<file path="src/design/bvfo_pkg.sv">
// Shared types, codes and band tables for the band VFO tuning controller.
`default_nettype none

package bvfo_pkg;

    localparam int FreqW = 24;
    localparam int DdsW  = 25;
    localparam int StepW = 16;
    localparam int PosW  = 16;
    localparam int BandW = 2;
    localparam int CodeW = 4;
    localparam int CfgW  = 24;

    // Item kinds
    localparam logic OpEncoder = 1'b0;
    localparam logic OpBand    = 1'b1;

    // Configuration register indexes
    localparam logic CfgIfOffset = 1'b0;
    localparam logic CfgTuneStep = 1'b1;

    localparam logic [CfgW-1:0]  IfOffsetRst = 24'd8865000;
    localparam logic [StepW-1:0] TuneStepRst = 16'd50;

    // Band indexes
    localparam logic [BandW-1:0] Band20 = 2'd0;
    localparam logic [BandW-1:0] Band40 = 2'd1;
    localparam logic [BandW-1:0] Band80 = 2'd2;

    localparam logic [PosW-1:0] PosOrigin = 16'h8000;

    typedef struct packed {
        logic             op;
        logic [PosW-1:0]  encoder_count;
        logic [2:0]       band_flags;
    } t_in;

    typedef struct packed {
        logic             updated;
        logic [FreqW-1:0] tune_freq_hz;
        logic [DdsW-1:0]  dds_freq_hz;
        logic [CodeW-1:0] filter_sel;
        logic [FreqW-1:0] display_bcd;
    } t_out;

    // Result of the state update, before display formatting
    typedef struct packed {
        logic             updated;
        logic [FreqW-1:0] freq;
        logic [CodeW-1:0] filter_sel;
    } t_mid;

    function automatic logic [FreqW-1:0] band_max(input logic [BandW-1:0] b);
        logic [FreqW-1:0] v;
        case (b)
            Band20:  v = 24'd14350000;
            Band40:  v = 24'd7200000;
            Band80:  v = 24'd3800000;
            default: v = 24'd14350000;
        endcase
        return v;
    endfunction

    function automatic logic [FreqW-1:0] band_def(input logic [BandW-1:0] b);
        logic [FreqW-1:0] v;
        case (b)
            Band20:  v = 24'd14175000;
            Band40:  v = 24'd7100000;
            Band80:  v = 24'd3650000;
            default: v = 24'd14175000;
        endcase
        return v;
    endfunction

    function automatic logic [FreqW-1:0] band_min(input logic [BandW-1:0] b);
        logic [FreqW-1:0] v;
        case (b)
            Band20:  v = 24'd14000000;
            Band40:  v = 24'd7000000;
            Band80:  v = 24'd3500000;
            default: v = 24'd14000000;
        endcase
        return v;
    endfunction

    function automatic logic [CodeW-1:0] filter_sel_of(input logic [BandW-1:0] b);
        logic [CodeW-1:0] v;
        case (b)
            Band20:  v = 4'b0010;
            Band40:  v = 4'b0100;
            Band80:  v = 4'b1000;
            default: v = 4'b0000;
        endcase
        return v;
    endfunction

endpackage

`default_nettype wire

</file>
<file path="src/design/bvfo_core.sv">
// Tuning state: band switching with per-band frequency memory and encoder stepping.
`default_nettype none

module bvfo_core (
    input  wire logic                        i_clk,
    input  wire logic                        i_rst_n,
    input  wire logic                        i_adv,
    input  wire bvfo_pkg::t_in               i_item,
    input  wire logic [bvfo_pkg::StepW-1:0]  i_step,
    output bvfo_pkg::t_mid                   o_res
);

    logic [bvfo_pkg::PosW-1:0]  r_last, n_last;
    logic [bvfo_pkg::FreqW-1:0] r_freq, n_freq;
    logic [bvfo_pkg::BandW-1:0] r_band, n_band;
    logic                       r_sel, n_sel;
    logic [bvfo_pkg::FreqW-1:0] r_saved [0:2];
    logic [bvfo_pkg::FreqW-1:0] n_saved [0:2];

    logic                       upd;
    logic                       nb_vld;
    logic [bvfo_pkg::BandW-1:0] nb;
    logic [bvfo_pkg::FreqW-1:0] ld;
    logic [bvfo_pkg::PosW-1:0]  pos;
    logic signed [bvfo_pkg::PosW:0] delta;
    logic [bvfo_pkg::FreqW-1:0] fmax, fmin;
    logic [bvfo_pkg::FreqW:0]   sum;
    logic [bvfo_pkg::FreqW-1:0] room;

    always_comb begin
        nb_vld = |i_item.band_flags;
        if (i_item.band_flags[2]) begin
            nb = bvfo_pkg::Band80;
        end else if (i_item.band_flags[1]) begin
            nb = bvfo_pkg::Band40;
        end else begin
            nb = bvfo_pkg::Band20;
        end
        ld    = r_saved[nb];
        pos   = bvfo_pkg::PosOrigin - i_item.encoder_count;
        delta = $signed({pos[bvfo_pkg::PosW-1], pos})
              - $signed({r_last[bvfo_pkg::PosW-1], r_last});
        fmax  = bvfo_pkg::band_max(r_band);
        fmin  = bvfo_pkg::band_min(r_band);
        sum   = {1'b0, r_freq} + {{(bvfo_pkg::FreqW + 1 - bvfo_pkg::StepW){1'b0}}, i_step};
        room  = r_freq - fmin;

        n_last = r_last;
        n_freq = r_freq;
        n_band = r_band;
        n_sel  = r_sel;
        for (int i = 0; i < 3; i++) begin
            n_saved[i] = r_saved[i];
        end
        upd = 1'b0;

        if (i_item.op == bvfo_pkg::OpBand) begin
            if (nb_vld && (!r_sel || nb != r_band)) begin
                if (r_sel) begin
                    n_saved[r_band] = r_freq;
                end
                // fall back to the band default when the stored value is out of band
                if (ld > bvfo_pkg::band_max(nb) || ld < bvfo_pkg::band_min(nb)) begin
                    n_freq = bvfo_pkg::band_def(nb);
                end else begin
                    n_freq = ld;
                end
                n_band = nb;
                n_sel  = 1'b1;
                upd    = 1'b1;
            end
        end else if (r_sel) begin
            if (pos != r_last) begin
                n_last = pos;
                if (delta > -17'sd10 && delta < 17'sd10) begin
                    upd = 1'b1;
                    if (delta[bvfo_pkg::PosW]) begin
                        // counter ran forwards (position fell): step up, saturate at the top edge
                        if (r_freq >= fmax || sum > {1'b0, fmax}) begin
                            n_freq = fmax;
                        end else begin
                            n_freq = sum[bvfo_pkg::FreqW-1:0];
                        end
                    end else begin
                        if (r_freq <= fmin
                            || room < {{(bvfo_pkg::FreqW - bvfo_pkg::StepW){1'b0}}, i_step}) begin
                            n_freq = fmin;
                        end else begin
                            n_freq = r_freq
                                   - {{(bvfo_pkg::FreqW - bvfo_pkg::StepW){1'b0}}, i_step};
                        end
                    end
                end
            end
        end

        o_res.updated    = upd;
        o_res.freq       = n_freq;
        o_res.filter_sel = n_sel ? bvfo_pkg::filter_sel_of(n_band) : '0;
    end

    always_ff @(posedge i_clk) begin
        if (!i_rst_n) begin
            r_last <= '0;
            r_freq <= '0;
            r_band <= bvfo_pkg::Band20;
            r_sel  <= 1'b0;
            for (int i = 0; i < 3; i++) begin
                r_saved[i] <= '0;
            end
        end else if (i_adv) begin
            r_last <= n_last;
            r_freq <= n_freq;
            r_band <= n_band;
            r_sel  <= n_sel;
            for (int i = 0; i < 3; i++) begin
                r_saved[i] <= n_saved[i];
            end
        end
    end

    a_band_legal: assert property (@(posedge i_clk) disable iff (!i_rst_n)
        r_sel |-> (r_band == bvfo_pkg::Band20 || r_band == bvfo_pkg::Band40
                   || r_band == bvfo_pkg::Band80))
        else $error("active band index out of range");

    a_freq_in_band: assert property (@(posedge i_clk) disable iff (!i_rst_n)
        r_sel |-> (r_freq <= bvfo_pkg::band_max(r_band)
                   && r_freq >= bvfo_pkg::band_min(r_band)))
        else $error("tuned frequency outside band limits");

    a_idle_before_band: assert property (@(posedge i_clk) disable iff (!i_rst_n)
        !r_sel |-> (r_freq == '0 && r_last == '0))
        else $error("state moved before any band was selected");

    a_upd_changes: assert property (@(posedge i_clk) disable iff (!i_rst_n)
        (i_adv && i_item.op == bvfo_pkg::OpEncoder && !r_sel) |-> !o_res.updated)
        else $error("encoder word acted on before band selection");

endmodule

`default_nettype wire

</file>
<file path="config.mk">
export PLATFORM = sky130hd
export DESIGN_NAME = bvfo_core
export DESIGN_NICKNAME = d
export VERILOG_FILES = /design/src/design/bvfo_pkg.sv /design/src/design/bvfo_core.sv
export SDC_FILE = /design/constraint.sdc
export NUM_CORES = 1
export LEC_CHECK = 0
export BUFFER_PORTS_ARGS = -buffer_cell sky130_fd_sc_hd__clkbuf_2
export CAP_MARGIN = 0
export CORE_ASPECT_RATIO = 0.6
export CORE_MARGIN = 2
export CORE_UTILIZATION = 40
export DETAILED_ROUTE_END_ITERATION = 10
export SLEW_MARGIN = 40
export SYNTH_ARGS = -nofsm -noshare
export SYNTH_HDL_FRONTEND = slang
export SYNTH_SLANG_ARGS = --single-unit
</file>
<file path="constraint.sdc">
create_clock -name i_clk -period 11.3 [get_ports i_clk]
set_input_delay 1.13 -clock i_clk [delete_from_list [all_inputs] [get_ports i_clk]]
set_output_delay 1.13 -clock i_clk [all_outputs]
set_load 0.02 [all_outputs]
</file>
==> results_dict.tcl <==
set metrics [dict create \
    n_antenna_cell 0 \
    swShare_pct 39.23 \
    vdd_drop_max_uv 127.3 \
    synth.top_cells.by_count "199 x nor2_1, 133 x ha_1, 122 x nand2_1" \
    synth.distinct_cells 102 \
    crit_chain "clkbuf_2 -> or4_1 -> nor4_1 -> nand2_1 -> or2_2 -> or3_1 -> xnor2_1 -> ha_1 -> nand2b_1 -> and3_1 -> and2_1 -> a221o_2 -> o211ai_2 -> or4b_1 -> o32a_1 -> or2_1 -> nor4_1 -> a211oi_1 -> nand2_1 -> clkbuf_2" \
    first_pass_iters 6 \
    grt_max_degree 78 \
    cp-end-kind "output pin" \
    drt_iter0_markers 1534 \
    hp-class "register to register" \
    critPathKind "primary input to output pin" \
    io_buffers 66 \
    layout.cells.non_filler 2076 \
    tritoncts "yes" \
    htree_levels 4 \
    synth_top_family_by_area "compound AO/OA/AOI/OAI gates" \
    p_sw_mw 0.6487 \
    clk_pin_slew_ns 0.06 \
    r2r_start "r_band[0]" \
    io-pin-count 68 \
    worst_path_largest_cell_delay_ns 0.58 \
    status "finished, final reports clean" \
    cp.arrival_ns 7.47 \
    synthSimpleGateAreaFrac_pct 20.45 \
    cap_violations 0 \
    place_inst 2045 \
    syn_area_mm2 0.01304 \
    critPathSlowestCell "or4_1" \
    p_per_area_mw_per_mm2 115.8 \
    slew_headroom_pct 42.12 \
    via_per_inst 6.165 \
    rrSetupSlack_ns 4.52 \
    num-nets-final 1816 \
    synth_mux_area_share_pct 9.126 \
    yosysTopAreaCellShare_pct 16.58 \
    vias 12800 \
    yosysMostFrequentCell "nor2_1" \
    numCtsBuffers 17 \
    hold_path_startpoint "r_last[11]" \
    ys.flop_type "edfxtp_1" \
    dp_hpwl_um 35690 \
    dieArea_mm2 0.03410 \
    routabilityCongestion 0.9855 \
    pwr-share-comb_pct 36.9 \
    worst_pin_slew_ns 0.8623 \
    overflow 0 \
    clock_skew_ns 0.006548 \
    detail-route-antenna-nets 0 \
    cts_setup_buffers 0 \
    hold_violations 0 \
    timing.rr.end "r_freq[5]" \
    holdBufCountCts 0 \
    start_util_pct 40.38 \
    postSynthCellCount 1625 \
    grt_pass1_vias 11580 \
    syn_nets 1801 \
    tns_ns 0 \
    report.final.slew_viol_count 0 \
    cts.sinks 115 \
    synthXorXnorAreaFrac_pct 4.501 \
    clockBufferDepth 2 \
    syn_avg_cell_area_um2 8.024 \
    hold_path_end "r_last[11]" \
    hold_depth 2 \
    power_leakage_nw 6.011 \
    power_frac_seq_pct 30.4 \
    period_minus_slack_ns 8.596 \
    die_h_um 143.9 \
    cp.required_ns 10.17 \
    critPathMaxFanout 23 \
    synthAdderAreaFrac_pct 13.38 \
    area_delta_synth_final_pct 9.529 \
    fin_crit_sh_pct 76.07 \
    core_area_mm2 0.03229 \
    grt_pass1_wl_um 70680 \
    dpl_cell_area_mm2 0.01371 \
    cts_root_buffer "clkbuf_16" \
    seq_area_frac_synth_pct 23.18 \
    die_w_um 237.1 \
    design_area_mm2 0.01428 \
    clk_latency_ns 0.43 \
    synth_edf_count 72 \
    drive_gt1_share_pct 10.05 \
    p_clk_share_pct 32.7 \
    ys_warn_count 0 \
    power.internal_mw 1.005 \
    synth_async_sr_flop_share_pct 0 \
    rows 51 \
    synthTopCellsByArea "edfxtp_1 17%, ha_1 13%, mux2i_1 8.5%" \
    synth_compound_area_share_pct 23.87 \
    rsz0062_at_grt "false" \
    drc 0 \
    yosys.area.top_type "edfxtp_1" \
    utilization_pct 44.23 \
    grt.total_usage_pct 27.21 \
    startpoint_type "primary input" \
    ys_seq_elements 115 \
    antenna_found_initial 0 \
    fmax_mhz 116.3 \
    setup_viol 0 \
    reg2reg_depth 22 \
    postRouteWirelength_um 46990 \
    wl_per_cell_um 22.63 \
    cts-resized-gates 0 \
]
-- critical path, delay by kind of cell --
kind                       cells  cell delay, ns
xor gates and xnor gates       1            0.21
and+or+nand+nor               12            4.04
adders and majority gates      1            0.35
buffers and inverters          2            0.31
AOI/OAI and AO/OA              4            1.41
-- worst max path at each step --
stage,from,to,slack [ns]
floorplan,i_item[2],r_saved[0][0],3.23
global placement,i_item[6],o_res[11],2.73
detailed placement,i_item[6],o_res[8],2.57
CTS,i_item[6],o_res[8],2.53
global route,i_item[6],o_res[8],2.38
finish,i_item[6],o_res[8],2.70
-- metal layers --
metal	vias to the layer above	track usage (%)	routed length, µm
met5	-	0	0
met4	0	6.024	799
met3	58	9.086	5715
met2	633	35.36	17530
met1	6103	41.91	22940
li1	6004	-	-
-- logic make-up (layout without fill, tap and decap cells) --
kind of cell / Yosys count / count (layout)
xor gates and xnor gates: 67 / 67
DFF: 115 / 115
and+or+nand+nor: 548 / 548
AOI/OAI and AO/OA: 461 / 461
adders and majority gates: 137 / 137
muxes: 118 / 118
other: 1 / 1
buffers and inverters: 178 / 205
-- placed cells by master, fill, tap and decap left out, drive strengths merged, types with 7 or more instances in the layout --
cell	instances
nor2	200
ha	133
nand2	122
a21oi	122
mux2i	111
o21ai	95
inv	84
clkbuf	82
edfxtp	72
xnor2	46
dfxtp	43
a21o	31
nand3	31
nor3	31
a211oi	24
buf	24
a31oi	23
o211ai	23
xor2	21
o21a	20
nand2b	19
nand4	19
nor2b	19
or2	14
o21bai	13
and2	13
nor4	11
and3	11
a22oi	11
or4	10
and4	9
nand3b	8
or3	8
o211a	7
a211o	7
mux2	7
clkinv	7
-- metrics by stage --
step | hold WS [ns] | power, mW | worst slack (ns)
after global routing | 0.4667 | 1.727 | 2.383
after floorplan | 0.4363 | 0.9101 | 3.226
after CTS | 0.4554 | 1.634 | 2.527
after detailed placement | 0.4472 | 1.096 | 2.569
after global placement | 0.4415 | 1.091 | 2.725
final | 0.4524 | 1.653 | 2.704
-- final cells by class --
| class | instances | area, µm² |
|---|---|---|
| clock buffer | 17 | 425.4 |
| clock inverter | 14 | 140.1 |
| fill | 3222 | 18010 |
| inverter | 85 | 320.3 |
| multi-input combinational | 1332 | 9331 |
| sequential | 115 | 3023 |
| tap | 424 | 530.5 |
| timing repair buffer | 89 | 510.5 |
-- power groups by stage --
stage                     Clock (mW)  Combinational, mW  Sequential, mW
after floorplan                    0              0.412           0.498
after global placement             0              0.584           0.508
after detailed placement           0              0.588           0.508
after CTS                      0.543              0.591           0.500
after global routing           0.563              0.661           0.503
final                          0.540              0.611           0.502
-- state kept, by name, indices dropped and copies added, names as in the netlist --
| register | flops |
|---|---|
| r_last | 16 |
| r_sel | 1 |
| r_band | 2 |
| r_freq | 24 |
| r_saved | 72 |
(Power assumes the default switching activity.)
